`config.mk`:
```
export PLATFORM = sky130hd
export DESIGN_NAME = rci_mul
export DESIGN_NICKNAME = d
export VERILOG_FILES = /design/src/rci_pkg.sv /design/src/rci_mul.sv
export SDC_FILE = /design/constraint.sdc
export NUM_CORES = 2
export LEC_CHECK = 0
export BUFFER_PORTS_ARGS = -buffer_cell sky130_fd_sc_hd__buf_2
export CORE_AREA = 2 2 341 343
export CTS_CLUSTER_SIZE = 10
export DETAILED_ROUTE_END_ITERATION = 8
export DIE_AREA = 0 0 343 345
export SLEW_MARGIN = 20
export SYNTH_ARGS = -nofsm -noshare
export SYNTH_HDL_FRONTEND = slang
export SYNTH_SLANG_ARGS = --single-unit
export TNS_END_PERCENT = 10
```
`constraint.sdc`:
```
create_clock -name clk -period 10 [get_ports clk]
set_input_delay 0.5 -clock clk [delete_from_list [all_inputs] [get_ports clk]]
set_output_delay 0.5 -clock clk [all_outputs]
set_load 0.1 [all_outputs]
```
`src/rci_pkg.sv`:
```
package rci_pkg;

	// Multiplier: abs, limb products, row sums, final sum, sign
	localparam int MUL_LAT = 5;

	// Square root: radicand of 2*SQRT_N bits, one root bit per stage
	localparam int SQRT_N = 63;

	// Divider: signed numerator, unsigned denominator, quotient bits kept
	localparam int DIV_NUM_W = 97;
	localparam int DIV_DEN_W = 64;
	localparam int DIV_QB    = 33;
	localparam int DIV_Q_W   = DIV_QB + 2;
	localparam int DIV_LAT   = DIV_QB + 3;

	// Register indexes on the write port
	localparam logic [1:0] REG_CENTER_X = 2'd0;
	localparam logic [1:0] REG_CENTER_Y = 2'd1;
	localparam logic [1:0] REG_RADIUS   = 2'd2;

	// Root selection flags taken from the quadratic terms
	typedef struct packed {
		logic azero;
		logic hneg;
		logic kneg;
		logic kpos;
	} rci_flags_t;

endpackage

```
`src/rci_mul.sv`:
```
module rci_mul import rci_pkg::*; #(
	parameter int AW = 32,
	parameter int BW = 32
) (
	input  logic                    clk,
	input  logic                    en,
	input  logic signed [AW-1:0]    a,
	input  logic signed [BW-1:0]    b,
	output logic signed [AW+BW-1:0] p
);

	localparam int LW = 32;
	localparam int NA = (AW + LW - 1) / LW;
	localparam int NB = (BW + LW - 1) / LW;
	localparam int RW = NB * LW + LW;
	localparam int MW = (NA + NB) * LW;
	localparam int PW = AW + BW;

	logic [AW-1:0]    ua, abs_a;
	logic [BW-1:0]    ub, abs_b;
	logic             neg_s1, neg_s2, neg_s3, neg_s4;
	logic [NA*LW-1:0] ma_s1;
	logic [NB*LW-1:0] mb_s1;
	logic [2*LW-1:0]  pp_s2 [NA][NB];
	logic [RW-1:0]    row_c [NA];
	logic [RW-1:0]    row_s3 [NA];
	logic [MW-1:0]    mag_c, mag_s4, negm;

	// magnitudes
	always_comb begin
		ua    = a;
		ub    = b;
		abs_a = ua[AW-1] ? (~ua + AW'(1)) : ua;
		abs_b = ub[BW-1] ? (~ub + BW'(1)) : ub;
	end

	// row sums of 32x32 limb products
	always_comb begin
		for (int i = 0; i < NA; i++) begin
			row_c[i] = '0;
			for (int j = 0; j < NB; j++) begin
				row_c[i] = row_c[i] + (RW'(pp_s2[i][j]) << (j * LW));
			end
		end
	end

	always_comb begin
		mag_c = '0;
		for (int i = 0; i < NA; i++) begin
			mag_c = mag_c + (MW'(row_s3[i]) << (i * LW));
		end
	end

	assign negm = ~mag_s4 + MW'(1);

	always_ff @(posedge clk) begin
		if (en) begin
			neg_s1 <= ua[AW-1] ^ ub[BW-1];
			ma_s1  <= (NA*LW)'(abs_a);
			mb_s1  <= (NB*LW)'(abs_b);
			neg_s2 <= neg_s1;
			for (int i = 0; i < NA; i++) begin
				for (int j = 0; j < NB; j++) begin
					pp_s2[i][j] <= ma_s1[i*LW +: LW] * mb_s1[j*LW +: LW];
				end
			end
			neg_s3 <= neg_s2;
			row_s3 <= row_c;
			neg_s4 <= neg_s3;
			mag_s4 <= mag_c;
			p      <= neg_s4 ? negm[PW-1:0] : mag_s4[PW-1:0];
		end
	end

endmodule

```
Yosys cells after proc, flatten, opt, wreduce, memory -nomap -nowiden
Memory sizes are Yosys's and may differ from the RTL's. A register that Yosys moved wholly into a read port is not among the register bits.
Cells that the tools add are included.
Storage, ports and cells
  register bits: 196
  bits in writable memories: 64
  input bits: 66
  output and inout port bits: 64
  logic and storage cells: 24
  memories: 1
Operators by class
  add/sub/neg operators: 3
  $mul: 1
  multiplexer cells: 5
  bitwise logic cells: 4
Memory list
  pp_s2: depth 1, bits a word 64, read ports 1, clocked after Yosys merged registers in 1, write ports 1, RTL line rci_mul.sv:24  | logic [2*LW-1:0] pp_s2 [NA][NB];
Operators by type and width (number)
  $add 32x1->32 const B: 2
  $add 64x1->64 const B: 1
  $mul 32x32->64: 1
  $mux 64: 1
  $not 32->32: 2
  $not 64->64: 1
  $mux 31: 2
  $mux 1: 2
  $xor 1x1->1: 1

Logic depth before layout (Yosys ltp)
  depth after elaboration: 3
  gate-level depth with buffers: 27
  depth with buffers taken out: 25

Least setup slack after synthesis
Ideal clock, no wire load.
  kind: reg2reg
  from: reg mb_s1[2]
  to: mem pp_s2[0][62] in the netlist's numbering, data pin
  setup time: 0.262 ns
  arrival time: 7.316 ns
  data required time: 9.738 ns
  setup slack: 2.421 ns
  cell stages (with the launch flop): 24
  buffers on the path: 2
  clock period less this slack: 7.579 ns
  path through: edfxtp_1 > clkbuf_1 > and2_1 > fa_1 > inv_1 > fa_1 > fa_1 > fa_1 > inv_1 > fa_1 > fa_1 > fa_1 > fa_1 > ha_1 > clkbuf_1 > nand2_1 > o21ai_0 > nor2_1 > o311a_1 > a2111oi_0 > o21ai_0 > a2111oi_0 > or3_1 > nand3_1
On the way
  longest elaborated chain between the ends: 1
Ends and longest elaborated chain
  from (decl): RTL line rci_mul.sv:23  | logic [NB*LW-1:0] mb_s1;
  from (signal assigned): RTL line rci_mul.sv:60  | mb_s1 <= (NB*LW)'(abs_b);
  $mul 32x32->64: RTL line rci_mul.sv:64  | pp_s2[i][j] <= ma_s1[i*LW +: LW] * mb_s1[j*LW +: LW];
  to (decl): RTL line rci_mul.sv:24
No other way between the ends.

Worst setup path in the final report
  from: reg mb_s1[10]
  to: mem pp_s2[0][60] in the netlist's numbering, data pin
The elaborated chain is that of the path after synthesis.

==> impl_results.md <==
- Outcome: finished, final reports clean
- I/O pins: 130
- Element type at the critical path end: flop
- Final Non-Filler Cells: 5956
- Crit path kind: reg -> reg
- Routed len/inst: 19.9 µm
- Warnings from Yosys: 0
- Critical Path RT: 10.32 ns
- Placed cell count: 5897
- Clock Latency Late Sink: 0.59 ns
- Transition time of the tightest slew-check pin: 1.14 ns
- CTS resizes: 0
- Root buffer cell: clkbuf_16
- Worst path bufs/invs: 5
- Die span in y: 345 µm
- Final hold slack: 0.153 ns
- CTS clock-pin slew for the worst setup and hold paths: 0.05 ns
- Number of flops mapped to enable cells by yosys: 324
- Syn nets: 5633
- Layout area overhead: 7.54%
- Routed Antenna Nets: 0
- Top cell type's share of synthesized area: 0.393
- CP Cell Sequence: buf_4 > nand2_1 > fa_1 > inv_1 > fa_1 > fa_1 > inv_1 > fa_1 > inv_1 > fa_1 > fa_1 > fa_1 > fa_1 > ha_1 > nand2_1 > o21ai_0 > nor2_1 > o311a_1 > a2111oi_1 > buf_4 > o21ai_0 > a2111oi_0 > nor3_1 > o21a_1
- Hold Crit Class: in -> reg
- Top post-synthesis cells by area: fa_1, edfxtp_1, and2_1, ha_1, inv_1
- CTS tree: yes
- Primary FF master, synth: edfxtp_1
- Total Routing Usage GR: 0.205
- Core Rows: 125
- Initial antenna violation count: 2
- First-pass GRT wire length: 188000 µm
- Netlist cell types: 60
- Crit path max-delay family: adder cells
- Clock Skews: 0.0305 ns
- Die width: 343 µm
- Die footprint: 118000 µm²
- DRC Markers: 0
- Max Root-Sink Buffers: 3
- Starting density of the core: 0.397
- Post-Synthesis Cells: 4405
- Core area: 115000 µm²
- Final hold vios: 0
- Fin crit share: 0.913
- Wirelength, routed: 118000 µm
- Vias per Instance: 5.03
- Seq/Total Area, Yosys: 0.213
- RSZ-0062 raised after global routing: false
- Total negative setup slack: 0 ns
- CP max stage delay: 0.97 ns
- Mapped Area: 45700 µm²
- Nets: 5645
- H-tree levels: 2
- # clock sinks: 324
- # Post-CTS Setup Buffers: 0
- # setup viols final: 0
- MaxCap Viol Count: 0
- First-pass detailed-route iteration total: 8
- Crit-path slowest cell: edfxtp_1
- GR Overflow Total: 0
- Num CTS Buffers: 41
- Synth async-reset ratio: 0
- #FFs+latches synth: 324
- CP most frequent cell: fa_1
- Vias in the first global route: 32600
- Largest area contributor in the netlist: fa_1
- HPWL Detailed: 95000 µm
- PortBufs: 129
- Mean Syn Cell Area: 10.4 µm²
- Slew headroom: 0.237
- Worst setup SP type: flop
- Iter 0 DRT Violations: 2157
- Fmax: 110 MHz
- Fin crit period: 9.13 ns
- Routability cong.: 0.884
- Util after Layout: 0.427
- Largest net degree at the start of global routing: 171
- Slew Limit Fails: 0
- Critical Path Fanout Max: 24
- Via Count: 30000
- CP arrival: 9.45 ns
- Share of layout cells above drive strength 1: 0.0623
- CTS Hold Bufs: 0
==> worst register-to-register path, delay by kind of cell (launching register included) <==
kind / cells / cell delay (ns)
AO/OA/AOI/OAI: 6 / 2.41
adder cells (fa/ha/maj): 9 / 4.27
buffers and inverters: 5 / 0.77
flip-flops: 1 / 0.97
AND/OR/NAND/NOR: 4 / 0.46
==> logic make-up (layout without fill, tap and decap cells) <==
family                   count (synthesis)  in the layout  share of synthesized area
adder cells (fa/ha/maj)               1162           1162                      0.465
flip-flops                             324            324                      0.213
AND/OR/NAND/NOR                       1321           1321                      0.153
XOR/XNOR                               182            182                     0.0349
buffers and inverters                 1111           1136                     0.0913
other                                    0              2                          0
AO/OA/AOI/OAI                          305            305                     0.0424
==> path summary, 6_finish.rpt <==
check | endpoint | from | depth (start not counted) | slack (ns)
setup reg to reg | pp_s2[0][60] | mb_s1[10] | 24 | 0.87
setup / recovery | pp_s2[0][60] | mb_s1[10] | 24 | 0.87
hold / removal | mb_s1[0] | b[0] | 1 | 0.15
hold reg to reg | mag_s4[53] | row_s3[53] | 0 | 0.41
==> cell usage after synthesis, types with 23 or more instances <==
cell and n:
edfxtp_1 324, a21oi_1 87, clkbuf_1 233, xnor2_1 145, nand4_1 24, o31ai_1 32, o21ai_0 78, and2_1 628
inv_1 876, nor2_1 40, nor3_1 24, nand2_1 484, nand3_1 23, ha_1 266, a21o_1 28, fa_1 896
xor2_1 37
==> registers in the layout (all words and copies together), names as in the netlist <==
| name | cells |
|---|---|
| row_s3 | 64 |
| neg_s1 | 1 |
| p | 64 |
| neg_s2 | 1 |
| ma_s1 | 32 |
| neg_s4 | 1 |
| pp_s2 | 64 |
| neg_s3 | 1 |
| mb_s1 | 32 |
| mag_s4 | 64 |
==> layer usage <==
layer  wire length (µm)  share of wire  vias up  global-route usage
met1              54400           0.46    15400               0.304
met4               2580          0.022        0              0.0437
met3               9650          0.081      163              0.0433
met2              51800           0.44     1026               0.311
li1                   -              -    13400                   -
met5                  0              0        -                   0
==> layout by cell type, fill, tap and decap left out, types with 3 or more instances in the layout <==
| cell type | count |
|---|---|
| a2111oi_0 | 3 |
| a211oi_1 | 3 |
| a21boi_0 | 8 |
| a21o_1 | 28 |
| a21oi_1 | 87 |
| a31oi_1 | 8 |
| and2_1 | 628 |
| and3_1 | 10 |
| buf_2 | 128 |
| buf_4 | 73 |
| clkbuf_1 | 4 |
| clkbuf_16 | 41 |
| clkinv_1 | 3 |
| edfxtp_1 | 324 |
| fa_1 | 896 |
| ha_1 | 266 |
| inv_1 | 876 |
| nand2_1 | 484 |
| nand2b_1 | 12 |
| nand3_1 | 23 |
| nand3b_1 | 3 |
| nand4_1 | 24 |
| nor2_1 | 40 |
| nor2b_1 | 8 |
| nor3_1 | 24 |
| nor4_1 | 11 |
| o211ai_1 | 5 |
| o21a_1 | 8 |
| o21ai_0 | 78 |
| o21bai_1 | 13 |
| o31ai_1 | 32 |
| o41ai_1 | 15 |
| or2_2 | 8 |
| or3_1 | 15 |
| or4_1 | 15 |
| xnor2_1 | 145 |
| xor2_1 | 37 |
==> per-stage QoR <==
stage                     area (µm²)  setup slack (ns)
final                          49100             0.868
after global routing           49100             0.494
after CTS                      49100              1.00
after detailed placement       47900              1.04
after global placement         47900              1.20
after floorplan                45700              2.42
==> cell type report <==
cell class	count	area, µm²
flip-flops and latches	324	9730
clock buffers	45	1040
repair buffers	204	1240
multi-input cells	2970	31800
clock inverters	11	135
inverters	876	3290
diodes	2	5.00
well taps	1524	1910
fillers	11100	66000
Power is left out: the tool's default activity adds up to more than one toggle a clock period on the data nets, which glitch-free logic cannot reach.
